`config.mk`:
```
export PLATFORM = sky130hd
export DESIGN_NAME = fast_atan2_polynomial_unit
export DESIGN_NICKNAME = d
export VERILOG_FILES = /design/src/rtl/fa2_pkg.sv /design/src/rtl/fa2_front.sv /design/src/rtl/fa2_fifo.sv /design/src/rtl/fa2_back.sv /design/src/rtl/fast_atan2_polynomial_unit.sv
export VERILOG_INCLUDE_DIRS = /design/src /design/src/rtl
export SDC_FILE = /design/constraint.sdc
export NUM_CORES = 2
export LEC_CHECK = 0
export BUFFER_PORTS_ARGS = -buffer_cell sky130_fd_sc_hd__buf_2
export CAP_MARGIN = 0
export CORE_MARGIN = 1
export CORE_UTILIZATION = 42
export CTS_BUF_LIST = sky130_fd_sc_hd__clkbuf_16
export DETAILED_ROUTE_END_ITERATION = 7
export PLACE_DENSITY_LB_ADDON = 0.12
export SYNTH_ARGS = -nofsm -noshare
export SYNTH_HDL_FRONTEND = slang
export SYNTH_HIERARCHICAL = 1
export SYNTH_SLANG_ARGS = --single-unit
export TNS_END_PERCENT = 100
```
`constraint.sdc`:
```
create_clock -name clk -period 108.2 [get_ports clk]
set_clock_uncertainty 0.2 [all_clocks]
set_input_delay 16.23 -clock clk [delete_from_list [all_inputs] [get_ports clk]]
set_output_delay 16.23 -clock clk [all_outputs]
set_load 0.005 [all_outputs]
```
`src/rtl/assert_macros.svh`:
```
// Assertion macros shared by the RTL.
// No dependencies; assertions compile out when ASSERT_OFF is defined.
`ifndef ASSERT_MACROS_SVH
`define ASSERT_MACROS_SVH
`ifndef ASSERT_OFF
`define ASSERT_IMPLIES(label, clk, rst_n, a, b) \
  label: assert property (@(posedge clk) disable iff (!rst_n) (a) |-> (b)) else $error("fail");
`define ASSERT_NEXT(label, clk, rst_n, a, b) \
  label: assert property (@(posedge clk) disable iff (!rst_n) (a) |=> (b)) else $error("fail");
`else
`define ASSERT_IMPLIES(label, clk, rst_n, a, b)
`define ASSERT_NEXT(label, clk, rst_n, a, b)
`endif
`endif

```
`src/rtl/fa2_pkg.sv`:
```
// Shared types and constants for the fixed-point atan2 unit.
// No dependencies.
`default_nettype none
package fa2_pkg;
  localparam int IN_W = 16;
  localparam int MAG_W = IN_W;          // magnitude of a signed IN_W value fits IN_W bits
  localparam int Q_W = 15;              // Q0.15 ratio
  localparam int DIV_STEPS = Q_W + 1;   // quotient bits 15..0
  localparam logic [15:0] Q_C1 = 16'd31863;
  localparam logic [15:0] Q_C2 = 16'd6290;
  localparam logic signed [15:0] Q_PI = 16'sd25736;
  localparam logic signed [15:0] Q_HALF_PI = 16'sd12868;
  localparam logic [15:0] Q_SAT = 16'd32767;
  localparam int FIFO_DEPTH = 2;

  typedef enum logic [1:0] {
    K_ZERO,     // result fixed, no ratio needed
    K_XMAJOR,   // |x| > |y|: ratio y/x
    K_YMAJOR    // ratio x/y against +-pi/2
  } kind_t;

  // classified transaction passed from front to back
  typedef struct packed {
    kind_t             kind;
    logic [MAG_W-1:0]  num;
    logic [MAG_W-1:0]  den;
    logic              neg;    // sign of ratio
    logic signed [15:0] offs;  // constant term added at the end
    logic              sub;    // result = offs - a (else offs + a)
  } job_t;
endpackage
`default_nettype wire

```
`src/rtl/fa2_front.sv`:
```
// Front stage: magnitudes and octant classification.
// Depends on fa2_pkg.
`default_nettype none
module fa2_front import fa2_pkg::*; (
  input  wire logic              clk,
  input  wire logic              rst_n,
  input  wire logic              in_valid,
  output logic                   in_stall,
  input  wire logic [IN_W-1:0]   in_x_comp,
  input  wire logic [IN_W-1:0]   in_y_comp,
  output logic                   f_valid,
  input  wire logic              f_stall,
  output job_t                   f_job
);
  logic signed [IN_W-1:0] x, y;
  logic [MAG_W-1:0] ax, ay;
  job_t job_nxt, job_r;
  logic valid_r;

  assign x  = in_x_comp;
  assign y  = in_y_comp;
  assign ax = x[IN_W-1] ? MAG_W'(-x) : MAG_W'(x);
  assign ay = y[IN_W-1] ? MAG_W'(-y) : MAG_W'(y);

  always_comb begin
    job_nxt      = '0;
    job_nxt.kind = K_ZERO;
    if (x != '0) begin
      if (ax > ay) begin
        job_nxt.kind = K_XMAJOR;
        job_nxt.num  = ay;
        job_nxt.den  = ax;
        job_nxt.neg  = (y != '0) && (x[IN_W-1] != y[IN_W-1]);
        job_nxt.sub  = 1'b0;
        if (x[IN_W-1]) job_nxt.offs = y[IN_W-1] ? -Q_PI : Q_PI;
        else           job_nxt.offs = '0;
      end else begin
        job_nxt.kind = K_YMAJOR;
        job_nxt.num  = ax;
        job_nxt.den  = ay;
        job_nxt.neg  = x[IN_W-1] != y[IN_W-1];
        job_nxt.sub  = 1'b1;
        job_nxt.offs = y[IN_W-1] ? -Q_HALF_PI : Q_HALF_PI;
      end
    end else if (y != '0) begin
      job_nxt.offs = y[IN_W-1] ? -Q_HALF_PI : Q_HALF_PI;
    end
  end

  assign in_stall = valid_r && f_stall;
  assign f_valid  = valid_r;
  assign f_job    = job_r;

  always_ff @(posedge clk) begin
    if (!rst_n) begin
      valid_r <= 1'b0;
    end else if (!in_stall) begin
      valid_r <= in_valid;
    end
    if (!in_stall && in_valid) job_r <= job_nxt;
  end
endmodule
`default_nettype wire

```
`src/rtl/fa2_fifo.sv`:
```
// Short queue decoupling the front and back stages.
// Depends on fa2_pkg.
`default_nettype none
module fa2_fifo import fa2_pkg::*; (
  input  wire logic clk,
  input  wire logic rst_n,
  input  wire logic wr_valid,
  output logic      wr_stall,
  input  wire job_t wr_job,
  output logic      rd_valid,
  input  wire logic rd_stall,
  output job_t      rd_job
);
  localparam int PW = $clog2(FIFO_DEPTH);
  job_t mem_r [FIFO_DEPTH];
  logic [PW-1:0] wp_r, rp_r;
  logic [PW:0] cnt_r;
  logic wr, rd;

  assign wr_stall = (cnt_r == (PW+1)'(FIFO_DEPTH));
  assign rd_valid = cnt_r != '0;
  assign rd_job   = mem_r[rp_r];
  assign wr = wr_valid && !wr_stall;
  assign rd = rd_valid && !rd_stall;

  always_ff @(posedge clk) begin
    if (!rst_n) begin
      wp_r  <= '0;
      rp_r  <= '0;
      cnt_r <= '0;
    end else begin
      if (wr) wp_r <= wp_r + 1'b1;
      if (rd) rp_r <= rp_r + 1'b1;
      cnt_r <= cnt_r + (PW+1)'(wr) - (PW+1)'(rd);
    end
    if (wr) mem_r[wp_r] <= wr_job;
  end
endmodule
`default_nettype wire

```
`src/rtl/fa2_back.sv`:
```
// Back stage: pipelined restoring divider, polynomial and quadrant fix-up.
// Depends on fa2_pkg.
`default_nettype none
module fa2_back import fa2_pkg::*; (
  input  wire logic        clk,
  input  wire logic        rst_n,
  input  wire logic        b_valid,
  output logic             b_stall,
  input  wire job_t        b_job,
  output logic             out_valid,
  input  wire logic        out_stall,
  output logic [15:0]      out_angle
);
  localparam int NS = DIV_STEPS + 6;   // input, divider steps, m, z2, p, p*m, final
  localparam int RW = MAG_W + 1;

  logic adv;
  logic [NS-1:0] v_r;
  job_t          job_r [NS];
  logic [RW-1:0] rem_r [DIV_STEPS+1];
  logic [15:0]   q_r   [DIV_STEPS+1];
  logic [15:0]   m_r, z2_r, p_r;
  logic [31:0]   pm_r;
  logic [15:0]   ang_r;

  assign adv     = !(v_r[NS-1] && out_stall);
  assign b_stall = !adv;
  assign out_valid = v_r[NS-1];
  assign out_angle = ang_r;

  always_ff @(posedge clk) begin
    if (!rst_n) begin
      v_r <= '0;
    end else if (adv) begin
      v_r <= {v_r[NS-2:0], b_valid};
    end
  end

  // divider: one quotient bit per stage, bit 15 first
  always_ff @(posedge clk) begin
    if (adv) begin
      job_r[0] <= b_job;
      rem_r[0] <= RW'(b_job.num);
      q_r[0]   <= '0;
      for (int i = 1; i < NS; i++) job_r[i] <= job_r[i-1];
    end
  end

  for (genvar s = 0; s < DIV_STEPS; s++) begin : g_div
    logic [RW:0] sh;
    logic [RW:0] df;
    assign sh = {rem_r[s], 1'b0};
    assign df = sh - (RW+1)'(job_r[s].den);
    always_ff @(posedge clk) begin
      if (adv) begin
        if (s == 0) begin
          // bit 15 = num >= den: compare without shift
          rem_r[s+1] <= (rem_r[s] >= RW'(job_r[s].den)) ?
                        rem_r[s] - RW'(job_r[s].den) : rem_r[s];
          q_r[s+1]   <= {(rem_r[s] >= RW'(job_r[s].den)), 15'd0};
        end else begin
          rem_r[s+1] <= df[RW] ? sh[RW-1:0] : df[RW-1:0];
          q_r[s+1]   <= q_r[s] | (16'(!df[RW]) << (DIV_STEPS-1-s));
        end
      end
    end
  end

  logic [15:0] qsat;
  logic [31:0] mm, c2z;
  assign qsat = (q_r[DIV_STEPS] > Q_SAT) ? Q_SAT : q_r[DIV_STEPS];
  assign mm   = 32'(m_r) * 32'(m_r);
  assign c2z  = 32'(Q_C2) * 32'(z2_r);

  logic signed [16:0] a_s, r_s;
  job_t jf;
  assign jf  = job_r[NS-2];
  assign a_s = jf.neg ? -17'(pm_r[31:17]) : 17'(pm_r[31:17]);
  always_comb begin
    if (jf.kind == K_ZERO) r_s = 17'(jf.offs);
    else if (jf.sub)       r_s = 17'(jf.offs) - a_s;
    else                   r_s = 17'(jf.offs) + a_s;
  end

  logic [15:0] m2_r, m3_r;
  always_ff @(posedge clk) begin
    if (adv) begin
      m_r   <= (job_r[DIV_STEPS].num == '0) ? '0 : qsat;
      z2_r  <= mm[30:15];
      m2_r  <= m_r;
      p_r   <= Q_C1 - c2z[30:15];
      m3_r  <= m2_r;
      pm_r  <= 32'(p_r) * 32'(m3_r) + 32'h0001_0000;
      ang_r <= r_s[15:0];
    end
  end
endmodule
`default_nettype wire

```
`src/rtl/fast_atan2_polynomial_unit.sv`:
```
// Four-quadrant fixed-point atan2: Q3.13 angle from 16-bit signed (x, y).
// One transaction per cycle sustained while out_stall is low.
// Most of the pipeline depth is the 16-stage pipelined restoring divider in the back stage.
// Front classifies into a 2-entry queue; the back pipeline halts while its result waits.
// Reset: synchronous active-low rst_n empties front, queue and pipeline valid bits.
// Depends on fa2_pkg, fa2_front, fa2_fifo, fa2_back, assert_macros.svh.
`default_nettype none
`include "assert_macros.svh"
module fast_atan2_polynomial_unit import fa2_pkg::*; (
  input  wire logic            clk,
  input  wire logic            rst_n,
  input  wire logic            in_valid,
  output logic                 in_stall,
  input  wire logic [IN_W-1:0] in_x_comp,
  input  wire logic [IN_W-1:0] in_y_comp,
  output logic                 out_valid,
  input  wire logic            out_stall,
  output logic [15:0]          out_angle
);
  logic f_valid, f_stall, q_valid, q_stall;
  job_t f_job, q_job;

  // front: magnitudes, octant, constant offset
  fa2_front u_front (
    .clk, .rst_n, .in_valid, .in_stall, .in_x_comp, .in_y_comp,
    .f_valid, .f_stall, .f_job
  );

  // queue lets the front keep taking transactions during a short back stall
  fa2_fifo u_fifo (
    .clk, .rst_n, .wr_valid(f_valid), .wr_stall(f_stall), .wr_job(f_job),
    .rd_valid(q_valid), .rd_stall(q_stall), .rd_job(q_job)
  );

  // back: divider, polynomial, fix-up
  fa2_back u_back (
    .clk, .rst_n, .b_valid(q_valid), .b_stall(q_stall), .b_job(q_job),
    .out_valid, .out_stall, .out_angle
  );

  `ASSERT_IMPLIES(a_range, clk, rst_n, out_valid,
    ($signed(out_angle) <= Q_PI) && ($signed(out_angle) >= -Q_PI))
  `ASSERT_NEXT(a_hold, clk, rst_n, out_valid && out_stall, out_valid && $stable(out_angle))
  `ASSERT_IMPLIES(a_qstall, clk, rst_n, q_stall, out_valid && out_stall)
endmodule
`default_nettype wire
```
==> results.py <==
metrics = {
    "sta": {
        "rsz0062_at_grt": "no",
        "hold-worst-slack_ns": 0.191,
        "fmax_mhz": 47.2,
        "finalMaxSlewViolations": 0,
        "tightestPinTransition_ns": 1.17,
        "period_minus_slack_ns": 21.20,
        "final_hold_viol_count": 0,
        "tns_ns": 0,
        "slew-limit-headroom": 0.220,
        "setup_viol": 0,
        "fin_crit_sh": 0.196,
    },
    "worst_setup_path": {
        "critical_path.max_fanout": 82,
        "start_kind": "input port",
        "cp.required_ns": 108.42,
        "critPathKind": "input port to flop",
        "crit_path_end_kind": "flop",
        "arrival_ns": 21.43,
    },
    "yosys": {
        "yosys_warnings": 6,
        "synth-main-ff-cell": "edfxtp_1",
        "yosysTopAreaCell": "edfxtp_1",
        "synth_top_cell_area_share": 0.566,
        "ys_seq_elements": 1622,
        "async_flop_share": 0,
        "synthesis.area_mm2": 0.0845,
        "yosysSeqAreaShare": 0.573,
        "synth.avg_cell_area_um2": 13.7,
        "synth_edf_count": 1594,
        "yosys-top-cells-area": "edfxtp_1 57%, fa_1 9.1%, ha_1 8.7%, inv_1 3.9%, mux2_2 3.1%",
        "ys_types": 102,
        "syn_inst": 6188,
    },
    "drt": {
        "drt-pass1-iter-count": 5,
        "drt_iter0_drc": 2552,
        "wire_per_inst_um": 15.9,
        "ant_nets": 0,
        "detail_route.vias_per_cell": 4.92,
        "vias": 45000,
        "wirelength_um": 146000,
        "drcViolationCount": 0,
    },
    "global_route": {
        "grt_pass1_vias": 46500,
        "grt_max_degree": 179,
        "grt_first_pass_wirelength_um": 240000,
        "grt-ovfl-total": 0,
        "antenna_found_initial": 2,
        "grt.total_usage": 0.146,
    },
    "floorplan": {
        "start_util": 0.423,
        "rows": 164,
        "die_height_um": 451,
        "io_pins": 54,
        "die_x_um": 451,
        "dieArea_mm2": 0.203,
        "core_mm2": 0.200,
    },
    "clocking": {
        "cts_buffers": 175,
        "cts.sinks": 1622,
        "clk_latency_ns": 0.81,
        "cts_resized": 0,
        "htreeDepth": 4,
        "clockBufferDepth": 3,
        "cts_setup_buffers": 0,
        "cts_root_buffer": "clkbuf_16",
        "ctsHoldBuffers": 0,
        "cts.clk_slew.worst_paths_ns": 0.06,
        "cts_tree": "yes",
    },
    "final_layout": {
        "layout.nets": 7357,
        "final_common_cell": "edfxtp_1",
        "mostFrequentLayoutCells": "1594 x edfxtp_1, 912 x inv_1, 585 x ha_1",
        "drive_gt1_frac": 0.103,
        "seq_area_mm2": 0.0484,
        "n_fill_cell": 17700,
        "multiInputGateArea_mm2": 0.0322,
        "final_cells": 9146,
        "area_delta_synth_final_pct": 10.9,
    },
    "placement": {
        "place_congestion": 0.818,
        "port_buffers": 53,
        "hpwl_um": 101000,
        "dpl.cell_count": 8831,
    },
    "job": {
        "drv_cap": 0,
    },
    "min_path": {
        "hold_path.class": "flop to flop",
    },
    "outcome": {
        "outcome": "completed",
    },
}
[cell type report]
type	count	share of cell area
Clock inverter	139	0.0151
Tap cell	2656	0.0355
Clock buffer	175	0.0467
Multi-Input combinational cell	3568	0.344
Antenna cell	1	0.0000267
Timing Repair Buffer	103	0.00697
Inverter	882	0.0353
Sequential cell	1622	0.517
[metrics by stage]
stage | area, µm² | util | setup slack, ns
after global placement | 87900 | 0.440 | 86.10
after CTS | 93700 | 0.469 | 86.89
after detailed placement | 87900 | 0.440 | 85.99
after global routing | 93700 | 0.469 | 86.53
final | 93700 | 0.469 | 87.00
after floorplan | 84500 | - | 50.31
[synth_stat cells, drive strengths merged, types with 8 or more instances]
cell / number
mux2i: 37
nor2: 245
o31ai: 28
nor4: 12
o21a: 44
nand2b: 32
edfxtp: 1594
and2: 181
o211ai: 16
a31o: 8
dfxtp: 28
a211o: 9
xnor2: 210
o21bai: 13
nand4: 26
nor2b: 74
o41ai: 12
nand2: 404
or4: 10
a211oi: 41
nand3: 53
a31oi: 22
or3: 35
buf: 42
xor2: 114
or2: 18
clkbuf: 75
a21o: 52
inv: 882
mux2: 246
a21oi: 205
nor3: 86
o22ai: 34
fa: 384
and3: 27
a21boi: 70
o21ai: 133
ha: 585
[worst paths after layout]
path                        start                    to  slack, ns  depth (start not counted)
min reg2reg  u_back/job_r[1][153]  u_back/job_r[1][205]       0.19                          0
max reg2reg         u_back/m_r[3]       u_back/z2_r[15]     100.65                         24
max                     out_stall  u_back/rem_r[0][265]      87.00                          7
min          u_back/job_r[1][153]  u_back/job_r[1][205]       0.19                          0
[flip-flops by register name (all words and copies together), names as in the netlist, named ones only]
signal            flops
u_back/job_r        948
u_back/m2_r          16
u_back/m3_r          16
u_back/m_r           16
u_back/out_angle     16
u_back/p_r           15
u_back/pm_r          15
u_back/q_r          136
u_back/rem_r        255
u_back/v_r           22
u_back/z2_r          16
u_fifo/cnt_r          2
u_fifo/mem_r        104
u_fifo/rp_r           1
u_fifo/wp_r           1
u_front/f_job        41
u_front/f_valid       1
[routing by layer]
layer / wire [µm] / global-route usage
met4: 4050 / 0.0515
met1: 66200 / 0.190
met3: 4730 / 0.0239
met5: 13 / 0
met2: 70700 / 0.245
[critical path, cell delays in order]
cell and delay, ns:
buf_2 0.11, nand2_4 0.64, buf_4 0.82, buf_4 0.79
buf_4 0.92, buf_4 0.86, buf_4 0.76
[kinds of logic after synthesis]
kind of cell	count (synthesis)	synth area share
fa+ha+maj	969	0.178
flops	1622	0.573
simple gates	1228	0.0713
compound gates	761	0.0598
other cells	2	0.0000888
buf+inv	999	0.0467
mux	283	0.0374
xor+xnor	324	0.0342
Power is left out: the tool's default activity adds up to more than one toggle a clock period on the data nets, which glitch-free logic cannot reach.
